**src/rtl/core/wfc_pkg.sv**
```systemverilog
// Shared types and constants for the wall-follow steering correction.
package wfc_pkg;

    localparam int DistW  = 8;
    localparam int SpeedW = 7;
    localparam int CorrW  = 3;
    localparam int TurnW  = 2;
    localparam int IdxW   = 3;
    localparam int DataW  = 8;

    // configuration register indexes
    localparam logic [IdxW-1:0] REG_NEAR_LIMIT     = 3'd0;
    localparam logic [IdxW-1:0] REG_FAR_LIMIT      = 3'd1;
    localparam logic [IdxW-1:0] REG_JUMP_THRESHOLD = 3'd2;
    localparam logic [IdxW-1:0] REG_BASE_SPEED_B   = 3'd3;
    localparam logic [IdxW-1:0] REG_BASE_SPEED_C   = 3'd4;
    localparam logic [IdxW-1:0] REG_MAX_CORRECTION = 3'd5;

    // reset values
    localparam logic [DistW-1:0]  NEAR_LIMIT_RST     = 8'd15;
    localparam logic [DistW-1:0]  FAR_LIMIT_RST      = 8'd18;
    localparam logic [DistW-1:0]  JUMP_THRESHOLD_RST = 8'd20;
    localparam logic [SpeedW-1:0] BASE_SPEED_B_RST   = 7'd48;
    localparam logic [SpeedW-1:0] BASE_SPEED_C_RST   = 7'd50;
    localparam logic [CorrW-1:0]  MAX_CORRECTION_RST = 3'd3;
    localparam logic [DistW-1:0]  PREV_DISTANCE_RST  = 8'd14;

    // turn request codes
    localparam logic [TurnW-1:0] TURN_NONE  = 2'd0;
    localparam logic [TurnW-1:0] TURN_RIGHT = 2'd1;
    localparam logic [TurnW-1:0] TURN_LEFT  = 2'd2;

    typedef enum logic [1:0] {
        DIR_NONE  = 2'd0,
        DIR_RIGHT = 2'd1,
        DIR_LEFT  = 2'd2
    } dir_t;

    typedef struct packed {
        logic [DistW-1:0]  near_limit;
        logic [DistW-1:0]  far_limit;
        logic [DistW-1:0]  jump_threshold;
        logic [SpeedW-1:0] base_speed_b;
        logic [SpeedW-1:0] base_speed_c;
        logic [CorrW-1:0]  max_correction;
    } cfg_t;

    typedef struct packed {
        logic [DistW-1:0]  avg_distance;
        logic [SpeedW-1:0] speed_b;
        logic [SpeedW-1:0] speed_c;
        logic              speeds_valid;
        logic [TurnW-1:0]  turn_request;
        logic [CorrW-1:0]  corr_b_out;
        logic [CorrW-1:0]  corr_c_out;
    } result_t;

endpackage

```
**src/rtl/core/wfc_cfg_regs.sv**
```systemverilog
// Configuration register file for the wall-follow steering correction.
module wfc_cfg_regs import wfc_pkg::*; (
    input  logic             aclk,
    input  logic             aresetn,
    input  logic             cfg_valid,
    input  logic [IdxW-1:0]  cfg_index,
    input  logic [DataW-1:0] cfg_data,
    output cfg_t             cfg
);

    cfg_t cfg_reg;
    cfg_t cfg_next;

    always_comb begin
        cfg_next = cfg_reg;
        if (cfg_valid) begin
            case (cfg_index)
                REG_NEAR_LIMIT:     cfg_next.near_limit     = cfg_data;
                REG_FAR_LIMIT:      cfg_next.far_limit      = cfg_data;
                REG_JUMP_THRESHOLD: cfg_next.jump_threshold = cfg_data;
                REG_BASE_SPEED_B:   cfg_next.base_speed_b   = cfg_data[SpeedW-1:0];
                REG_BASE_SPEED_C:   cfg_next.base_speed_c   = cfg_data[SpeedW-1:0];
                REG_MAX_CORRECTION: cfg_next.max_correction = cfg_data[CorrW-1:0];
                default: ;  // unmapped index: write ignored
            endcase
        end
    end

    always_ff @(posedge aclk) begin
        if (!aresetn) begin
            cfg_reg.near_limit     <= NEAR_LIMIT_RST;
            cfg_reg.far_limit      <= FAR_LIMIT_RST;
            cfg_reg.jump_threshold <= JUMP_THRESHOLD_RST;
            cfg_reg.base_speed_b   <= BASE_SPEED_B_RST;
            cfg_reg.base_speed_c   <= BASE_SPEED_C_RST;
            cfg_reg.max_correction <= MAX_CORRECTION_RST;
        end else begin
            cfg_reg <= cfg_next;
        end
    end

    assign cfg = cfg_reg;

endmodule

```
**src/rtl/core/wfc_step.sv**
```systemverilog
// Correction step: classifies the distance, updates counters and state, forms the result.
module wfc_step import wfc_pkg::*; (
    input  logic             aclk,
    input  logic             aresetn,
    input  cfg_t             cfg,
    input  logic             advance,
    input  logic [DistW-1:0] sonar_first,
    input  logic [DistW-1:0] sonar_second,
    input  logic             bumper_pressed,
    output result_t          res
);

    logic [DistW-1:0] prev_distance_reg, prev_distance_next;
    logic [CorrW-1:0] corr_b_reg, corr_b_next;
    logic [CorrW-1:0] corr_c_reg, corr_c_next;
    dir_t             last_dir_reg, last_dir_next;

    logic [DistW:0]   sum;
    logic [DistW-1:0] avg_dist;
    logic [DistW-1:0] rise;
    logic             opening;
    logic             outward;
    logic             out_band;
    logic [CorrW:0]   cb_tmp, cc_tmp;
    logic [TurnW-1:0] turn;

    assign sum      = {1'b0, sonar_first} + {1'b0, sonar_second};
    assign avg_dist = sum[DistW:1];
    assign opening  = (avg_dist >= prev_distance_reg);
    assign rise     = avg_dist - prev_distance_reg;   // meaningful only when opening
    assign outward  = (avg_dist < cfg.near_limit) ||
                      ((avg_dist < cfg.far_limit) && !opening);
    assign out_band = (avg_dist > cfg.far_limit) || outward;

    always_comb begin
        prev_distance_next = prev_distance_reg;
        last_dir_next      = last_dir_reg;
        cb_tmp             = {1'b0, corr_b_reg};
        cc_tmp             = {1'b0, corr_c_reg};
        turn               = TURN_NONE;

        if (bumper_pressed) begin
            turn = TURN_LEFT;
        end else if (out_band) begin
            prev_distance_next = avg_dist;
            if (outward) begin
                if (last_dir_reg == DIR_RIGHT) begin
                    cb_tmp = '0;
                    cc_tmp = '0;
                end else if (corr_b_reg != '0) begin
                    cb_tmp = cb_tmp - 1'b1;
                end else begin
                    cc_tmp = cc_tmp + 1'b1;
                end
                last_dir_next = DIR_LEFT;
                if (cc_tmp > {1'b0, cfg.max_correction}) begin
                    cc_tmp = {1'b0, cfg.max_correction};
                end
            end else if (opening && (rise < cfg.jump_threshold)) begin
                if (last_dir_reg == DIR_LEFT) begin
                    cb_tmp = '0;
                    cc_tmp = '0;
                end else if (corr_c_reg != '0) begin
                    cc_tmp = cc_tmp - 1'b1;
                end else begin
                    cb_tmp = cb_tmp + 1'b1;
                end
                last_dir_next = DIR_RIGHT;
                if (cb_tmp > {1'b0, cfg.max_correction}) begin
                    cb_tmp = {1'b0, cfg.max_correction};
                end
            end else if (opening && (rise > cfg.jump_threshold)) begin
                turn = TURN_RIGHT;
            end
        end else begin
            cb_tmp = '0;
            cc_tmp = '0;
        end

        corr_b_next = cb_tmp[CorrW-1:0];
        corr_c_next = cc_tmp[CorrW-1:0];
    end

    always_comb begin
        res.avg_distance = avg_dist;
        res.speeds_valid = !bumper_pressed && out_band;
        res.turn_request = turn;
        res.corr_b_out   = corr_b_next;
        res.corr_c_out   = corr_c_next;
        res.speed_b      = '0;
        res.speed_c      = '0;
        if (res.speeds_valid) begin
            if (cfg.base_speed_b > {{(SpeedW-CorrW){1'b0}}, corr_b_next}) begin
                res.speed_b = cfg.base_speed_b - {{(SpeedW-CorrW){1'b0}}, corr_b_next};
            end
            if (cfg.base_speed_c > {{(SpeedW-CorrW){1'b0}}, corr_c_next}) begin
                res.speed_c = cfg.base_speed_c - {{(SpeedW-CorrW){1'b0}}, corr_c_next};
            end
        end
    end

    always_ff @(posedge aclk) begin
        if (!aresetn) begin
            prev_distance_reg <= PREV_DISTANCE_RST;
            corr_b_reg        <= '0;
            corr_c_reg        <= '0;
            last_dir_reg      <= DIR_NONE;
        end else if (advance) begin
            prev_distance_reg <= prev_distance_next;
            corr_b_reg        <= corr_b_next;
            corr_c_reg        <= corr_c_next;
            last_dir_reg      <= last_dir_next;
        end
    end

endmodule

```
**src/rtl/core/wall_follow_correction.sv**
```systemverilog
// Pipeline: an input transfer lands in the input register, then its result in the result register,
// from which it leaves when the receiver is ready (input reg, result reg).
// Throughput: one item per cycle while the receiver takes results; the counter and distance
// state close between the input register and the result register.
// Reset: synchronous, active low; clears both pipeline stages, sets the correction
// state (distance 14, counters 0, no direction) and the registers to their defaults.
// Top level of the wall-follow steering correction.
module wall_follow_correction import wfc_pkg::*; (
    input  logic              aclk,
    input  logic              aresetn,
    input  logic              s_valid,
    output logic              s_ready,
    input  logic [DistW-1:0]  s_sonar_first,
    input  logic [DistW-1:0]  s_sonar_second,
    input  logic              s_bumper_pressed,
    output logic              m_valid,
    input  logic              m_ready,
    output logic [DistW-1:0]  m_avg_distance,
    output logic [SpeedW-1:0] m_speed_b,
    output logic [SpeedW-1:0] m_speed_c,
    output logic              m_speeds_valid,
    output logic [TurnW-1:0]  m_turn_request,
    output logic [CorrW-1:0]  m_corr_b_out,
    output logic [CorrW-1:0]  m_corr_c_out,
    input  logic              cfg_valid,
    output logic              cfg_ready,
    input  logic [IdxW-1:0]   cfg_index,
    input  logic [DataW-1:0]  cfg_data
);

    cfg_t    cfg;
    result_t step_res;
    result_t res_reg;

    logic             in_valid_reg;
    logic [DistW-1:0] first_reg;
    logic [DistW-1:0] second_reg;
    logic             bump_reg;
    logic             out_valid_reg;
    logic             advance;

    assign cfg_ready = 1'b1;

    // the input stage moves on whenever the result register is free or draining
    assign advance = in_valid_reg && (!out_valid_reg || m_ready);
    assign s_ready = !in_valid_reg || advance;

    wfc_cfg_regs u_cfg (
        .aclk      (aclk),
        .aresetn   (aresetn),
        .cfg_valid (cfg_valid),
        .cfg_index (cfg_index),
        .cfg_data  (cfg_data),
        .cfg       (cfg)
    );

    wfc_step u_step (
        .aclk           (aclk),
        .aresetn        (aresetn),
        .cfg            (cfg),
        .advance        (advance),
        .sonar_first    (first_reg),
        .sonar_second   (second_reg),
        .bumper_pressed (bump_reg),
        .res            (step_res)
    );

    always_ff @(posedge aclk) begin
        if (!aresetn) begin
            in_valid_reg  <= 1'b0;
            out_valid_reg <= 1'b0;
        end else begin
            if (s_ready) begin
                in_valid_reg <= s_valid;
            end
            if (advance) begin
                out_valid_reg <= 1'b1;
            end else if (m_ready) begin
                out_valid_reg <= 1'b0;
            end
        end
    end

    always_ff @(posedge aclk) begin
        if (s_valid && s_ready) begin
            first_reg  <= s_sonar_first;
            second_reg <= s_sonar_second;
            bump_reg   <= s_bumper_pressed;
        end
        if (advance) begin
            res_reg <= step_res;
        end
    end

    assign m_valid        = out_valid_reg;
    assign m_avg_distance = res_reg.avg_distance;
    assign m_speed_b      = res_reg.speed_b;
    assign m_speed_c      = res_reg.speed_c;
    assign m_speeds_valid = res_reg.speeds_valid;
    assign m_turn_request = res_reg.turn_request;
    assign m_corr_b_out   = res_reg.corr_b_out;
    assign m_corr_c_out   = res_reg.corr_c_out;

endmodule

```
**config.mk**
```make
export PLATFORM = sky130hd
export DESIGN_NAME = wall_follow_correction
export DESIGN_NICKNAME = d
export VERILOG_FILES = /design/src/rtl/core/wfc_pkg.sv /design/src/rtl/core/wfc_cfg_regs.sv /design/src/rtl/core/wfc_step.sv /design/src/rtl/core/wall_follow_correction.sv
export SDC_FILE = /design/constraint.sdc
export NUM_CORES = 1
export LEC_CHECK = 0
export ABC_AREA = 1
export BUFFER_PORTS_ARGS = -buffer_cell sky130_fd_sc_hd__buf_2
export CORE_ASPECT_RATIO = 0.8
export CORE_MARGIN = 4
export CORE_UTILIZATION = 45
export CTS_CLUSTER_SIZE = 30
export DETAILED_ROUTE_END_ITERATION = 8
export PLACE_DENSITY = 0.61
export SYNTH_ARGS = -nofsm -noshare
export SYNTH_HDL_FRONTEND = slang
export SYNTH_SLANG_ARGS = --single-unit
```
**constraint.sdc**
```tcl
create_clock -name aclk -period 6.25 [get_ports aclk]
set_input_delay 1.25 -clock aclk [delete_from_list [all_inputs] [get_ports aclk]]
set_output_delay 1.25 -clock aclk [all_outputs]
set_load 0.1 [all_outputs]
```
; ---- Yosys cells after proc, flatten, opt, wreduce, memory -nomap -nowiden
; Cells that the tools add are included.
[classes]
n_addsub = 8
order_cmp = 10
eq_ne = 7
n_mux = 33
bitwise = 2
n_reduce_logical = 30
[ops]
columns = operator, count
row1 = 4-bit 2-to-1 mux, 11
row2 = 3-bit 2-to-1 mux, 14
row3 = 8-bit < comparator, 3
row4 = 8-bit greater-than comparator, 2
row5 = 2-bit AND reduction, 8
row6 = 7-bit by 3-bit greater-than comparator with 1-bit output, 2
row7 = 7-bit by 3-bit subtractor with 7-bit output, 2
row8 = 2-bit 2-to-1 mux, 5
row9 = 8-bit by 8-bit adder with 9-bit output, 1
row10 = "3-bit by 1-bit adder with 4-bit output, second input constant", 2
row11 = 8-bit greater-or-equal comparator, 1
row12 = 4-bit by 3-bit greater-than comparator with 1-bit output, 2
row13 = 8-bit subtractor, 1
row14 = "3-bit by 2-bit == test with 1-bit output, second input constant", 2
row15 = "3-bit == test, second input constant", 2
row16 = 1-bit logical AND, 6
row17 = 3-bit nonzero test, 2
row18 = "3-bit by 1-bit subtractor with 3-bit output, second input constant", 2
row19 = 1-bit logical NOT, 4
row20 = 1-bit logical OR, 4
row21 = 4-bit AND reduction, 1
row22 = 2-bit nonzero test, 2
row23 = 4-bit OR reduction, 1
row24 = "3-bit by 1-bit == test with 1-bit output, second input constant", 1
row25 = 6 further kinds, 9
[totals]
regBits = 107
input_bits = 33
out_inout_bits = 34
word_cells = 113

; ---- Logic depth before layout (Yosys ltp)
[depth]
ltp_word = 16
mapped_depth = 34
mapped_depth_nobuf = 34

; ---- Cells and area by module
; A second synthesis with hierarchy kept.
[hier_totals]
hier_cells = 814
hier_area_um2 = 6364.9
[by_module_without_submodules]
columns = mod, instances, cells_each, area_each_um2, seq_area_each_um2
row1 = wfc_step, 1, 518, 3146.8, 320.3
row2 = wfc_cfg_regs, 1, 233, 1670.4, 820.8
row3 = wall_follow_correction, 1, 63, 1547.7, 1481.4

; ---- Worst setup path before layout
; Ideal clock, no wire load.
[synth_path]
path_type = flip-flop to flip-flop
start = reg first_reg[2]
end = reg res_reg (netlist bit m_speed_c[0]) (data pin)
setup_time_ps = 272
t_arrival_ps = 4711
required_time_ps = 5978
setup_slack_ps = 1267
stages_incl_launch_ff = 31
path_buffers = 0
synth_period_minus_slack_ps = 4983
cell_sequence = edfxtp_1 -> ha_1 -> nand2_1 -> o21ai_0 -> a21oi_1 -> o21ai_0 -> xor2_1 -> inv_1 -> ha_1 -> inv_1 -> o21bai_1 -> a21oi_1 -> o21bai_1 -> xor2_1 -> ha_1 -> a21o_1 -> nor2_1 -> nand2_1 -> nor2_4 -> nand2_1 -> nand2_1 -> nand2_1 -> nand3_1 -> nand2_1 -> inv_1 -> ha_1 -> a21oi_1 -> and2_1 -> a31oi_1 -> o41ai_4 -> nor2_1
[synth_rtl]
columns = element, line_no
row1 = start: declaration, wall_follow_correction.sv:36  ; logic [DistW-1:0] first_reg;
row2 = start signal: assignment, wall_follow_correction.sv:86  ; first_reg <= s_sonar_first;
row3 = end signal: assignment, wall_follow_correction.sv:91  ; res_reg <= step_res;
row4 = end: declaration, wall_follow_correction.sv:33  ; result_t res_reg;

==> results.json <==
{
  "synthMuxAreaShare": 0,
  "largest_reg_flops": 41,
  "place_inst": 987,
  "end_kind": "register",
  "portBuffers": 65,
  "critical-path-max-stage-delay_ps": 380,
  "wl_per_cell_um": 13.8,
  "ys_async_sr_fraction": 0,
  "drv_slew": 0,
  "ys_seq_area_frac": 0.427,
  "ys_warn_count": 0,
  "timing.rr.start": "first_reg[2]",
  "worst_slack_ps": 613,
  "clk_pin_slew_ps": 80,
  "worst_pin_slew_ps": 869,
  "grt_start_max_net_pins": 50,
  "synth-compound-area-share": 0.112,
  "fin_nets": 917,
  "yosys-top-cells-count": "171 x nand2_1, 132 x inv_1, 59 x dfxtp_1",
  "synthTopCellsByArea": "edfxtp_1 23%, dfxtp_1 19%, ha_1 11%",
  "drive_gt1_frac": 0.127,
  "clkLatencyLatePin_ps": 360,
  "antenna_cells": 0,
  "synthSimpleGateAreaFrac": 0.216,
  "synth_top_family_by_area": "simple AND/OR/NAND/NOR gates",
  "hp-start": "u_cfg.cfg[31]",
  "ir_drop_mv": 0.162,
  "drt_pass1_iterations": 5,
  "path_delay_family": "compound AO/OA/AOI/OAI gates",
  "dieArea_um2": 15600,
  "placed_cell_area_um2": 6630,
  "wl_mm": 13.8,
  "final-hold-violation-count": 0,
  "clkSinkCount": 107,
  "synth_cells": 758,
  "vias": 4990,
  "syn_area_per_cell_um2": 8.11,
  "fin_crit_ps": 5640,
  "finClkSkew_ps": 8.76,
  "area_growth_pct": 13.1,
  "overflow": 0,
  "cts_inserted_buffers": 9,
  "fmax_mhz": 177,
  "place_ws_ps": 486,
  "outcome": "completed",
  "drv_cap": 0,
  "yosys.area.top_type": "edfxtp_1",
  "drt-initial-drc-count": 319,
  "core-area_um2": 13100,
  "fin_setup_tns_ps": 0,
  "synth.top_cell.area_share": 0.235,
  "viasPerCell": 4.97,
  "rsz0062_at_grt": "false",
  "crit_required_ps": 6370,
  "synth_edf_count": 48,
  "instances_no_fill": 1004,
  "critPathBufInv": 4,
  "critPathKind": "reg2reg",
  "num_rows": 37,
  "cts_max_level": 3,
  "hold_path_class": "reg2reg",
  "cp_slowest_cell": "ha_1",
  "cpMostUsedCell": "nand2_1",
  "antenna_found_initial": 0,
  "grt_pass1_vias": 4649,
  "synth_seq_cells": 107,
  "hold_buffers": 0,
  "place_congestion": 0.873,
  "yosys.cell_count.top_type": "nand2_1",
  "start_util": 0.469,
  "path_max_fanout": 7,
  "synth_xor_area_frac": 0.0257,
  "syn_area_um2": 6140,
  "die_x_um": 139,
  "grt_use_total": 0.181,
  "die_h_um": 113,
  "final_area_um2": 6950,
  "synth_nets": 851,
  "cts_root_buf": "clkbuf_16",
  "synthAdderAreaFrac": 0.127,
  "power.leakage_uw": 0.00335,
  "cts_tree": "done",
  "critPathLaunch": "first_reg[2]",
  "power_density_nw_per_um2": 333,
  "dp_hpwl_mm": 10.6,
  "fill_cells": 1251,
  "ios": 67,
  "slew_headroom": 0.420,
  "grt_pass1_wl_mm": 23.0,
  "final.period_utilization": 0.902,
  "synth_top_flop_cell": "dfxtp_1",
  "crit_arrival_ps": 5760,
  "ctsLongestPathBuffers": 2,
  "synth_cell_type_count": 40,
  "cp-start-kind": "register",
  "drtAntennaViolNets": 0,
  "finalSetupViolCount": 0,
  "drc": 0
}
path summary, 6_finish.rpt:
kind | endpoint | slack, ps | cells after the start
worst max-delay path | m_speed_c[6] | 610 | 30
worst min-delay path | u_cfg.cfg[31] | 460 | 2
worst max register to register | m_speed_c[6] | 610 | 30
worst min register to register | u_cfg.cfg[31] | 460 | 2
stage by stage:
stage	total power, µW	hold slack (ps)	utilization
2_1_floorplan	1540	429	-
3_3_place_gp	1710	452	0.506
3_5_place_dp	1730	454	0.506
4_1_cts	2320	466	0.530
5_1_grt	2480	486	0.531
6_report	2310	465	0.531
cell families after synthesis:
kind of cell	count (synthesis)
AND/OR/NAND/NOR	307
other	1
buffers and inverters	146
XOR/XNOR	18
adder cells (fa/ha/maj)	60
flip-flops	107
AO/OA/AOI/OAI	119
worst reg2reg max path, delay by kind of cell, from the launching register on:
kind	cells	cell delay (ps)
fa+ha+maj	4	1330
compound gates	10	1730
buf+inv	4	450
xor+xnor	2	330
simple gates	10	1200
flops	1	370
layout by cell type (no fill, tap or decap), types with 9 or more instances in the layout:
cell type,count
nor2_1,54
edfxtp_1,48
a21oi_1,51
nand2_1,171
xor2_1,12
o21ai_0,38
o211ai_1,14
ha_1,56
clkbuf_16,9
nand3_1,52
inv_1,132
buf_2,65
dfxtp_1,59
routing by layer:
| metal | GRT usage | wire, µm | vias to the layer above |
|---|---|---|---|
| li1 | - | - | 2594 |
| met1 | 0.261 | 7050 | 2245 |
| met2 | 0.273 | 5740 | 138 |
| met3 | 0.0447 | 871 | 13 |
| met4 | 0.0469 | 159 | 0 |
| met5 | 0 | 0 | - |
area by class of cell:
| class | instances | area (µm²) | share of cell area |
|---|---|---|---|
| Clock buffer | 9 | 225 | 0.0324 |
| Clock inverter | 7 | 88.8 | 0.0128 |
| Inverter | 135 | 507 | 0.0729 |
| Multi-Input combinational cell | 505 | 2960 | 0.425 |
| Sequential cell | 107 | 2620 | 0.377 |
| Tap cell | 175 | 219 | 0.0315 |
| Timing Repair Buffer | 66 | 333 | 0.0479 |
what timing repair did:
action / CTS / global route
resized for setup: 0 / 1
endpoints found under the setup margin: 0 / 8
setup buffers: 0 / 1
power by group:
part	leakage [µW]	switching, µW	internal, µW	total, µW
clock network	0.000153	302	290	592
registers	0.000943	21.9	794	816
logic	0.00226	628	276	904
Power figures use the tool's default switching activity.
